## src/hw/rtl/msc_pkg.sv

```systemverilog
// ----------------------------------------------------------------------------
// msc_pkg
// Shared types and character constants for the motor speed command parser.
// ----------------------------------------------------------------------------
package msc_pkg;

    // result event codes
    typedef enum logic [2:0] {
        EV_TARGET  = 3'd0,
        EV_BRAKE   = 3'd1,
        EV_COAST   = 3'd2,
        EV_UNKNOWN = 3'd3,
        EV_IGNORED = 3'd4
    } t_event;

    localparam logic [7:0] CH_LF    = 8'd10;
    localparam logic [7:0] CH_CR    = 8'd13;
    localparam logic [7:0] CH_MINUS = 8'h2d;
    localparam logic [7:0] CH_ZERO  = 8'h30;
    localparam logic [7:0] CH_NINE  = 8'h39;
    localparam logic [7:0] CH_B_UP  = 8'h42;
    localparam logic [7:0] CH_B_LO  = 8'h62;
    localparam logic [7:0] CH_C_UP  = 8'h43;
    localparam logic [7:0] CH_C_LO  = 8'h63;
    localparam logic [7:0] CH_T_UP  = 8'h54;
    localparam logic [7:0] CH_T_LO  = 8'h74;

    localparam int          ACC_W       = 14;
    localparam int          RPM_W       = 15;
    localparam logic [16:0] VALUE_LIMIT = 17'd9999;

    // summary of the current line, handed from the line buffer to the decoder
    typedef struct packed {
        logic              len_zero;
        logic              len_one;
        logic              len_two;
        logic              minus;
        logic              invalid;
        logic [7:0]        first;
        logic [ACC_W-1:0]  acc;
    } t_line_info;

endpackage

```

## src/hw/rtl/msc_line_acc.sv

```systemverilog
// ----------------------------------------------------------------------------
// msc_line_acc
// Line state: length, first character, sign and running decimal value.
// ----------------------------------------------------------------------------
module msc_line_acc
    import msc_pkg::*;
#(
    parameter int LINE_MAX = 16
) (
    input  logic       i_clk,
    input  logic       i_rst_n,
    input  logic       i_take,     // non-terminator character to keep
    input  logic       i_clear,    // line decoded, start a new one
    input  logic [7:0] i_char,
    output t_line_info o_info
);

    localparam int LEN_W = $clog2(LINE_MAX);

    logic [LEN_W-1:0] r_len,   n_len;
    logic [7:0]       r_first, n_first;
    logic             r_minus, n_minus;
    logic [ACC_W-1:0] r_acc,   n_acc;
    logic             r_inv,   n_inv;

    logic             is_digit;
    logic [16:0]      acc_next;

    assign is_digit = (i_char >= CH_ZERO) && (i_char <= CH_NINE);
    // acc * 10 + digit as two shifts and adds
    assign acc_next = {r_acc, 3'b000} + {2'b00, r_acc, 1'b0}
                    + {13'd0, i_char[3:0]};

    always_comb begin
        n_len   = r_len;
        n_first = r_first;
        n_minus = r_minus;
        n_acc   = r_acc;
        n_inv   = r_inv;
        if (i_clear) begin
            n_len = '0;
        end else if (i_take && (r_len != LEN_W'(LINE_MAX - 1))) begin
            n_len = r_len + 1'b1;
            if (r_len == '0) begin
                n_first = i_char;
                n_minus = 1'b0;
                n_acc   = '0;
                n_inv   = 1'b0;
            end else if ((r_len == LEN_W'(1)) && (i_char == CH_MINUS)) begin
                n_minus = 1'b1;
            end else if (!is_digit) begin
                n_inv = 1'b1;
            end else if (!r_inv) begin
                if (acc_next > VALUE_LIMIT) begin
                    n_inv = 1'b1;
                end else begin
                    n_acc = acc_next[ACC_W-1:0];
                end
            end
        end
    end

    always_ff @(posedge i_clk) begin
        if (!i_rst_n) begin
            r_len   <= '0;
            r_first <= '0;
            r_minus <= 1'b0;
            r_acc   <= '0;
            r_inv   <= 1'b0;
        end else begin
            r_len   <= n_len;
            r_first <= n_first;
            r_minus <= n_minus;
            r_acc   <= n_acc;
            r_inv   <= n_inv;
        end
    end

    always_comb begin
        o_info          = '0;
        o_info.len_zero = (r_len == '0);
        o_info.len_one  = (r_len == LEN_W'(1));
        o_info.len_two  = (r_len == LEN_W'(2));
        o_info.minus    = r_minus;
        o_info.invalid  = r_inv;
        o_info.first    = r_first;
        o_info.acc      = r_acc;
    end

    a_acc_in_range: assert property (@(posedge i_clk) disable iff (!i_rst_n)
        r_acc <= ACC_W'(9999))
        else $error("accumulated value out of range");

    a_clear_empties: assert property (@(posedge i_clk) disable iff (!i_rst_n)
        i_clear |=> r_len == '0)
        else $error("line not emptied after decode");

    a_minus_pos: assert property (@(posedge i_clk) disable iff (!i_rst_n)
        r_minus && !o_info.len_zero |-> !o_info.len_one)
        else $error("minus flag on a one-character line");

endmodule

```

## src/hw/rtl/msc_decode.sv

```systemverilog
// ----------------------------------------------------------------------------
// msc_decode
// Decodes a finished line and holds the motor target, loop and stop mode.
// ----------------------------------------------------------------------------
module msc_decode
    import msc_pkg::*;
(
    input  logic             i_clk,
    input  logic             i_rst_n,
    input  logic             i_fire,      // terminator on a non-empty line
    input  t_line_info       i_info,
    output t_event           o_event,
    output logic [RPM_W-1:0] o_target,    // values after this line
    output logic             o_loop,
    output logic             o_coast
);

    logic [RPM_W-1:0] r_target, n_target;
    logic             r_loop,   n_loop;
    logic             r_coast,  n_coast;
    logic             is_b, is_c, is_t, no_digits;
    logic [RPM_W-1:0] mag;

    assign is_b      = (i_info.first == CH_B_UP) || (i_info.first == CH_B_LO);
    assign is_c      = (i_info.first == CH_C_UP) || (i_info.first == CH_C_LO);
    assign is_t      = (i_info.first == CH_T_UP) || (i_info.first == CH_T_LO);
    assign no_digits = i_info.len_one || (i_info.len_two && i_info.minus);
    assign mag       = {1'b0, i_info.acc};

    always_comb begin
        o_event  = EV_UNKNOWN;
        n_target = r_target;
        n_loop   = r_loop;
        n_coast  = r_coast;
        if (i_info.len_one && is_b) begin
            o_event  = EV_BRAKE;
            n_target = '0;
            n_loop   = 1'b0;
            n_coast  = 1'b0;
        end else if (i_info.len_one && is_c) begin
            o_event  = EV_COAST;
            n_target = '0;
            n_loop   = 1'b0;
            n_coast  = 1'b1;
        end else if (is_t) begin
            if (no_digits || i_info.invalid) begin
                o_event = EV_IGNORED;
            end else if (i_info.acc == '0) begin
                o_event  = EV_BRAKE;
                n_target = '0;
                n_loop   = 1'b0;
                n_coast  = 1'b0;
            end else begin
                o_event  = EV_TARGET;
                n_target = i_info.minus ? (~mag + 1'b1) : mag;
                n_loop   = 1'b1;
            end
        end
    end

    assign o_target = n_target;
    assign o_loop   = n_loop;
    assign o_coast  = n_coast;

    always_ff @(posedge i_clk) begin
        if (!i_rst_n) begin
            r_target <= '0;
            r_loop   <= 1'b0;
            r_coast  <= 1'b0;
        end else if (i_fire) begin
            r_target <= n_target;
            r_loop   <= n_loop;
            r_coast  <= n_coast;
        end
    end

    a_loop_target: assert property (@(posedge i_clk) disable iff (!i_rst_n)
        r_loop == (r_target != '0))
        else $error("loop state and target disagree");

endmodule

```

## src/hw/rtl/motor_speed_command_parser.sv

```systemverilog
// ----------------------------------------------------------------------------
// motor_speed_command_parser
// Line parser for serial motor speed commands (B, C, T[-]digits).
// ----------------------------------------------------------------------------
// usage
//   input channel: one received byte per request on i_rx_char, qualified by
//   i_valid and held off by o_stall. cr or lf ends a line; empty lines and
//   plain characters produce no result
//   output channel: one request per non-empty line, fields o_event_res,
//   o_target_rpm, o_closed_loop, o_coast_stop, o_lead_char, qualified by
//   o_valid and held off by i_stall
//   path: a terminator is captured in the input register, decoded from there
//   and written to the result register, which drives o_valid; a held result
//   keeps the terminator waiting in the input register
//   throughput: one byte per cycle while no terminator waits on a held
//   result, set by the single decode pass from input to result register
//   stall: a held result keeps its fields; bytes that produce no result still
//   flow past it; a terminator on a non-empty line waits and o_stall rises
//   reset: synchronous, active low; line empty, target 0, loop off, brake mode
// ----------------------------------------------------------------------------
module motor_speed_command_parser
    import msc_pkg::*;
#(
    parameter int LINE_MAX = 16
) (
    input  logic              i_clk,
    input  logic              i_rst_n,
    input  logic              i_valid,
    output logic              o_stall,
    input  logic [7:0]        i_rx_char,
    output logic              o_valid,
    input  logic              i_stall,
    output logic [2:0]        o_event_res,
    output logic signed [14:0] o_target_rpm,
    output logic              o_closed_loop,
    output logic              o_coast_stop,
    output logic [7:0]        o_lead_char
);

    // input register
    logic             r_in_valid;
    logic [7:0]       r_in_char;

    // result register
    logic             r_out_valid;
    logic [2:0]       r_ev;
    logic [RPM_W-1:0] r_tgt;
    logic             r_loop;
    logic             r_coast;
    logic [7:0]       r_lead;

    t_line_info       line_info;
    t_event           dec_event;
    logic [RPM_W-1:0] dec_target;
    logic             dec_loop;
    logic             dec_coast;

    logic             is_eol, emits, blocked, advance, take, fire, out_free;

    assign is_eol   = (r_in_char == CH_CR) || (r_in_char == CH_LF);
    // terminator on a kept line produces a result
    assign emits    = is_eol && !line_info.len_zero;
    assign out_free = !r_out_valid || !i_stall;
    assign blocked  = r_in_valid && emits && !out_free;
    assign advance  = r_in_valid && !blocked;
    assign take     = advance && !is_eol;
    assign fire     = advance && emits;
    assign o_stall  = blocked;

    msc_line_acc #(
        .LINE_MAX (LINE_MAX)
    ) u_line (
        .i_clk   (i_clk),
        .i_rst_n (i_rst_n),
        .i_take  (take),
        .i_clear (fire),
        .i_char  (r_in_char),
        .o_info  (line_info)
    );

    msc_decode u_dec (
        .i_clk    (i_clk),
        .i_rst_n  (i_rst_n),
        .i_fire   (fire),
        .i_info   (line_info),
        .o_event  (dec_event),
        .o_target (dec_target),
        .o_loop   (dec_loop),
        .o_coast  (dec_coast)
    );

    // input register: reloads whenever the held byte moves on
    always_ff @(posedge i_clk) begin
        if (!i_rst_n) begin
            r_in_valid <= 1'b0;
        end else if (!blocked) begin
            r_in_valid <= i_valid;
        end
    end

    always_ff @(posedge i_clk) begin
        if (i_valid && !blocked) begin
            r_in_char <= i_rx_char;
        end
    end

    // result register
    always_ff @(posedge i_clk) begin
        if (!i_rst_n) begin
            r_out_valid <= 1'b0;
        end else if (fire) begin
            r_out_valid <= 1'b1;
        end else if (!i_stall) begin
            r_out_valid <= 1'b0;
        end
    end

    always_ff @(posedge i_clk) begin
        if (fire) begin
            r_ev    <= dec_event;
            r_tgt   <= dec_target;
            r_loop  <= dec_loop;
            r_coast <= dec_coast;
            r_lead  <= line_info.first;
        end
    end

    assign o_valid       = r_out_valid;
    assign o_event_res   = r_ev;
    assign o_target_rpm  = r_tgt;
    assign o_closed_loop = r_loop;
    assign o_coast_stop  = r_coast;
    assign o_lead_char   = r_lead;

    // only a terminator waiting on a full result register holds the input
    a_stall_cause: assert property (@(posedge i_clk) disable iff (!i_rst_n)
        o_stall |-> r_in_valid && r_out_valid && i_stall)
        else $error("input stalled without a held result");

    // a new result never overwrites one still held
    a_no_overwrite: assert property (@(posedge i_clk) disable iff (!i_rst_n)
        fire |-> !r_out_valid || !i_stall)
        else $error("result overwritten while stalled");

    // brake result always leaves brake mode with the loop off
    a_brake_state: assert property (@(posedge i_clk) disable iff (!i_rst_n)
        o_valid && (o_event_res == EV_BRAKE) |-> !o_coast_stop && !o_closed_loop
            && (o_target_rpm == '0))
        else $error("brake result with inconsistent state");

    // coast result selects coast mode
    a_coast_state: assert property (@(posedge i_clk) disable iff (!i_rst_n)
        o_valid && (o_event_res == EV_COAST) |-> o_coast_stop && !o_closed_loop)
        else $error("coast result with inconsistent state");

    // loop off means zero target
    a_idle_target: assert property (@(posedge i_clk) disable iff (!i_rst_n)
        o_valid && !o_closed_loop |-> o_target_rpm == '0)
        else $error("nonzero target with loop off");

endmodule

```

## config.mk

```make
export PLATFORM = sky130hd
export DESIGN_NAME = motor_speed_command_parser
export DESIGN_NICKNAME = d
export VERILOG_FILES = /design/src/hw/rtl/msc_pkg.sv /design/src/hw/rtl/msc_line_acc.sv /design/src/hw/rtl/msc_decode.sv /design/src/hw/rtl/motor_speed_command_parser.sv
export SDC_FILE = /design/constraint.sdc
export NUM_CORES = 1
export LEC_CHECK = 0
export ABC_AREA = 1
export ABC_CLOCK_PERIOD_IN_PS = 3880
export BUFFER_PORTS_ARGS = -buffer_cell sky130_fd_sc_hd__buf_4
export CORE_MARGIN = 5
export CORE_UTILIZATION = 40
export CTS_CLUSTER_SIZE = 30
export DETAILED_ROUTE_END_ITERATION = 16
export GPL_TIMING_DRIVEN = 0
export HOLD_SLACK_MARGIN = 0.12
export PLACE_DENSITY = 0.53
export SYNTH_ARGS = -nofsm -noshare
export SYNTH_HDL_FRONTEND = slang
export SYNTH_HIERARCHICAL = 1
export SYNTH_SLANG_ARGS = --single-unit
```

## constraint.sdc

```tcl
create_clock -name i_clk -period 3.88 [get_ports i_clk]
set_input_delay 0.194 -clock i_clk [delete_from_list [all_inputs] [get_ports i_clk]]
set_output_delay 0.194 -clock i_clk [all_outputs]
set_load 0.05 [all_outputs]
```

==> results.json <==
{
  "status": "completed",
  "critPathTopFamily": "simple AND/OR/NAND/NOR gates",
  "worst_clock_skew_ps": 7.07,
  "slew_viol_final": 0,
  "layout_commonest_cell": "nand2_1",
  "worst_path_most_repeated_cell": "nand2_1",
  "vias_per_cell": 4.78,
  "synth_top_area_cell": "edfxtp_1",
  "comb_power_share": 0.146,
  "ctsHoldBuffers": 10,
  "power.density_nw_per_um2": 337,
  "cts_tree": "built",
  "post_cts_buffers": 0,
  "r2r-end": "u_line/r_acc[10]",
  "hold-path-endpoint": "u_dec/r_target[4]",
  "met3_usage": 0.0274,
  "synth_top_family_by_area": "simple AND/OR/NAND/NOR gates",
  "rows": 41,
  "dr.pass1.iters": 5,
  "post-route-cell-area_um2": 6190,
  "final_cell_mix": "187 x nand2_1, 101 x inv_1, 73 x nor2_1",
  "ios": 42,
  "hp-class": "primary input to register",
  "drv_cap": 0,
  "grtUsageMet2": 0.250,
  "hold_viol": 0,
  "cts.sinks": 83,
  "area_growth_pct": 17.6,
  "cts-root-buf": "clkbuf_16",
  "cts_resized": 0,
  "routedWlPerCell_um": 12.8,
  "utilization": 0.484,
  "leakage_nw": 3.09,
  "rrSetupSlack_ps": 700,
  "async_flop_share": 0,
  "wirelength_um": 12200,
  "arrival_ps": 3410,
  "worstPathRequired_ps": 4120,
  "syn_nets": 756,
  "synth.area.top_cells": "edfxtp_1 21%, dfxtp_1 18%, nand2_1 13%, ha_1 7.6%, inv_1 7.2%",
  "synth_xor_area_frac": 0.00500,
  "insertion_delay_ps": 340,
  "worst_pin_slew_ps": 565,
  "fp.dieArea_um2": 15500,
  "drtAntennaViolNets": 0,
  "dp.cells": 924,
  "hpwlAfterDp_um": 9550,
  "grt_max_degree": 38,
  "worst-r2r-cell-count": 20,
  "ys_seq_elements": 83,
  "cpMaxStageDelayCell": "fa_1",
  "worstSetupPathType": "register to register",
  "min-delay-start": "i_rst_n",
  "via_count": 4541,
  "ys_seq_area_frac": 0.384,
  "synth-edff-count": 36,
  "stdcell_count": 950,
  "p_total_mw": 2.08,
  "dieWidth_um": 125,
  "relSlewSlack": 0.623,
  "end_kind": "register",
  "yosysWarnings": 6,
  "muxShareOfSynthArea": 0,
  "place_congestion": 0.871,
  "p_sw_uw": 595,
  "max_stage_delay_ps": 460,
  "switching_share": 0.286,
  "p_int_mw": 1.49,
  "setup_violations": 0,
  "multi_input_area_um2": 2700,
  "worst_hold_path.num_cells": 3,
  "n_fill_cell": 1264,
  "p_clk_frac": 0.389,
  "placed_area_um2": 5810,
  "tns_ps": 0,
  "cp-startpoint": "r_in_char[3]",
  "port_buffers": 41,
  "syn-cell-area_um2": 5260,
  "final-seq-area_um2": 2020,
  "synth-simple-area-share": 0.326,
  "synth_cell_types": 46,
  "drc": 0,
  "syn_inst": 710,
  "finalWorstSetupSlack_ps": 704,
  "place_ws_ps": 678,
  "grt_pass1_wl_um": 20600,
  "use_met1": 0.219,
  "floorplan.initialDensity": 0.412,
  "critPathLaunchType": "register",
  "grtUsageTotal": 0.159,
  "rsz0062_at_grt": "no",
  "core-area_um2": 12800,
  "drt-initial-drc-count": 300,
  "htree_levels": 3,
  "worst_r2r_startpoint": "r_in_char[3]",
  "whs_ps": 178,
  "ys.flop_type": "dfxtp_1",
  "numCtsBuffers": 9,
  "ir_drop_uv": 184,
  "synth_top_area_share": 0.206,
  "period_minus_slack_ps": 3180,
  "syn_avg_cell_area_um2": 7.41,
  "fmax_mhz": 315,
  "cts.path.max_buffers": 2,
  "grt_pass1_vias": 4269,
  "top_usage_layer": "met2",
  "critPathMaxFanout": 10,
  "clkTransAtPathRegs_ps": 60,
  "seqPwrFrac": 0.465,
  "worstPathCellList": "inv_1, fa_1, fa_1, inv_1, nand2_2, nand2_2, nand3_2, nand2_1, nand2_1, nand2_1, nand2_1, nand2_1, inv_2, nor2_4, nand3_4, nand2_4, buf_8, nand2_1, nand2_1, nor2_1",
  "synthAdderAreaFrac": 0.0837,
  "path_buf_inv": 4,
  "grt_overflow": 0,
  "diodes": 0,
  "die_h_um": 125,
  "fin_crit_sh": 0.819,
  "synth_compound_area_frac": 0.0961,
  "final_nets": 819,
  "drive_gt1_frac": 0.170,
  "antenna_found_initial": 0
}
==> routing by layer <==
metal  wire length (µm)  vias to the layer above  part of all wire
li1                   -                     2404                 -
met3                488                       11             0.040
met4                161                        0             0.013
met5                  0                        -                 0
met2               5400                       99              0.44
met1               6110                     2027              0.50
==> kinds of logic (layout without fill, tap and decap cells) <==
logic type      count (synthesis)  in the layout
simple gates                  368            368
buf+inv                       129            197
compound gates                 93             93
flops                          83             83
fa+ha+maj                      34             34
xor+xnor                        3              3
==> state kept, by name, summed over array words and instances (netlist names) <==
| name | flops |
|---|---|
| o_closed_loop | 1 |
| o_coast_stop | 1 |
| o_event_res | 3 |
| o_lead_char | 8 |
| o_target_rpm | 15 |
| o_valid | 1 |
| r_in_char | 8 |
| r_in_valid | 1 |
| u_dec/r_coast | 1 |
| u_dec/r_loop | 1 |
| u_dec/r_target | 15 |
| u_line/r_acc | 14 |
| u_line/r_first | 8 |
| u_line/r_inv | 1 |
| u_line/r_len | 4 |
| u_line/r_minus | 1 |
==> cell type report <==
| cell class | instances | area share |
|---|---|---|
| multi-input combinational | 498 | 0.436 |
| clock inverter | 6 | 0.00769 |
| inverter | 114 | 0.0726 |
| sequential | 83 | 0.327 |
| clock buffer | 10 | 0.0370 |
| tap | 172 | 0.0348 |
| timing repair buffer | 52 | 0.0692 |
| buffer | 15 | 0.0162 |
==> worst min-delay path: cells and delay by family <==
| family | cells | cell delay (ps) |
|---|---|---|
| AOI/OAI and AO/OA | 2 | 120 |
| buffers and inverters | 1 | 160 |
==> worst max-delay path by stage <==
| stage | endpoint | slack, ps | cells after the start |
|---|---|---|---|
| 2_1_floorplan | u_line/r_acc[4] | 400 | 15 |
| 3_3_place_gp | u_line/r_acc[11] | -530 | 16 |
| 3_5_place_dp | u_line/r_acc[11] | 680 | 20 |
| 4_1_cts | u_line/r_acc[11] | 660 | 20 |
| 5_1_grt | u_line/r_acc[5] | 440 | 20 |
| 6_report | u_line/r_acc[10] | 700 | 20 |
==> Yosys cell counts (9+ instances only) <==
cell type	n
edfxtp_1	36
inv_2	9
inv_1	101
a21oi_1	37
dfxtp_1	47
nand3_1	43
nand2_2	22
o21ai_0	39
ha_1	32
nand3_2	9
nor2_1	74
nand2_1	187
==> power by group through the flow <==
stage	Clock (mW)	Sequential (mW)	Combinational, mW
4_1_cts	0.834	0.969	0.303
6_report	0.810	0.968	0.303
3_3_place_gp	0	0.988	0.290
3_5_place_dp	0	0.988	0.294
2_1_floorplan	0	0.976	0.227
5_1_grt	0.870	0.973	0.346
Note: power is estimated with default switching activity, not from simulation.
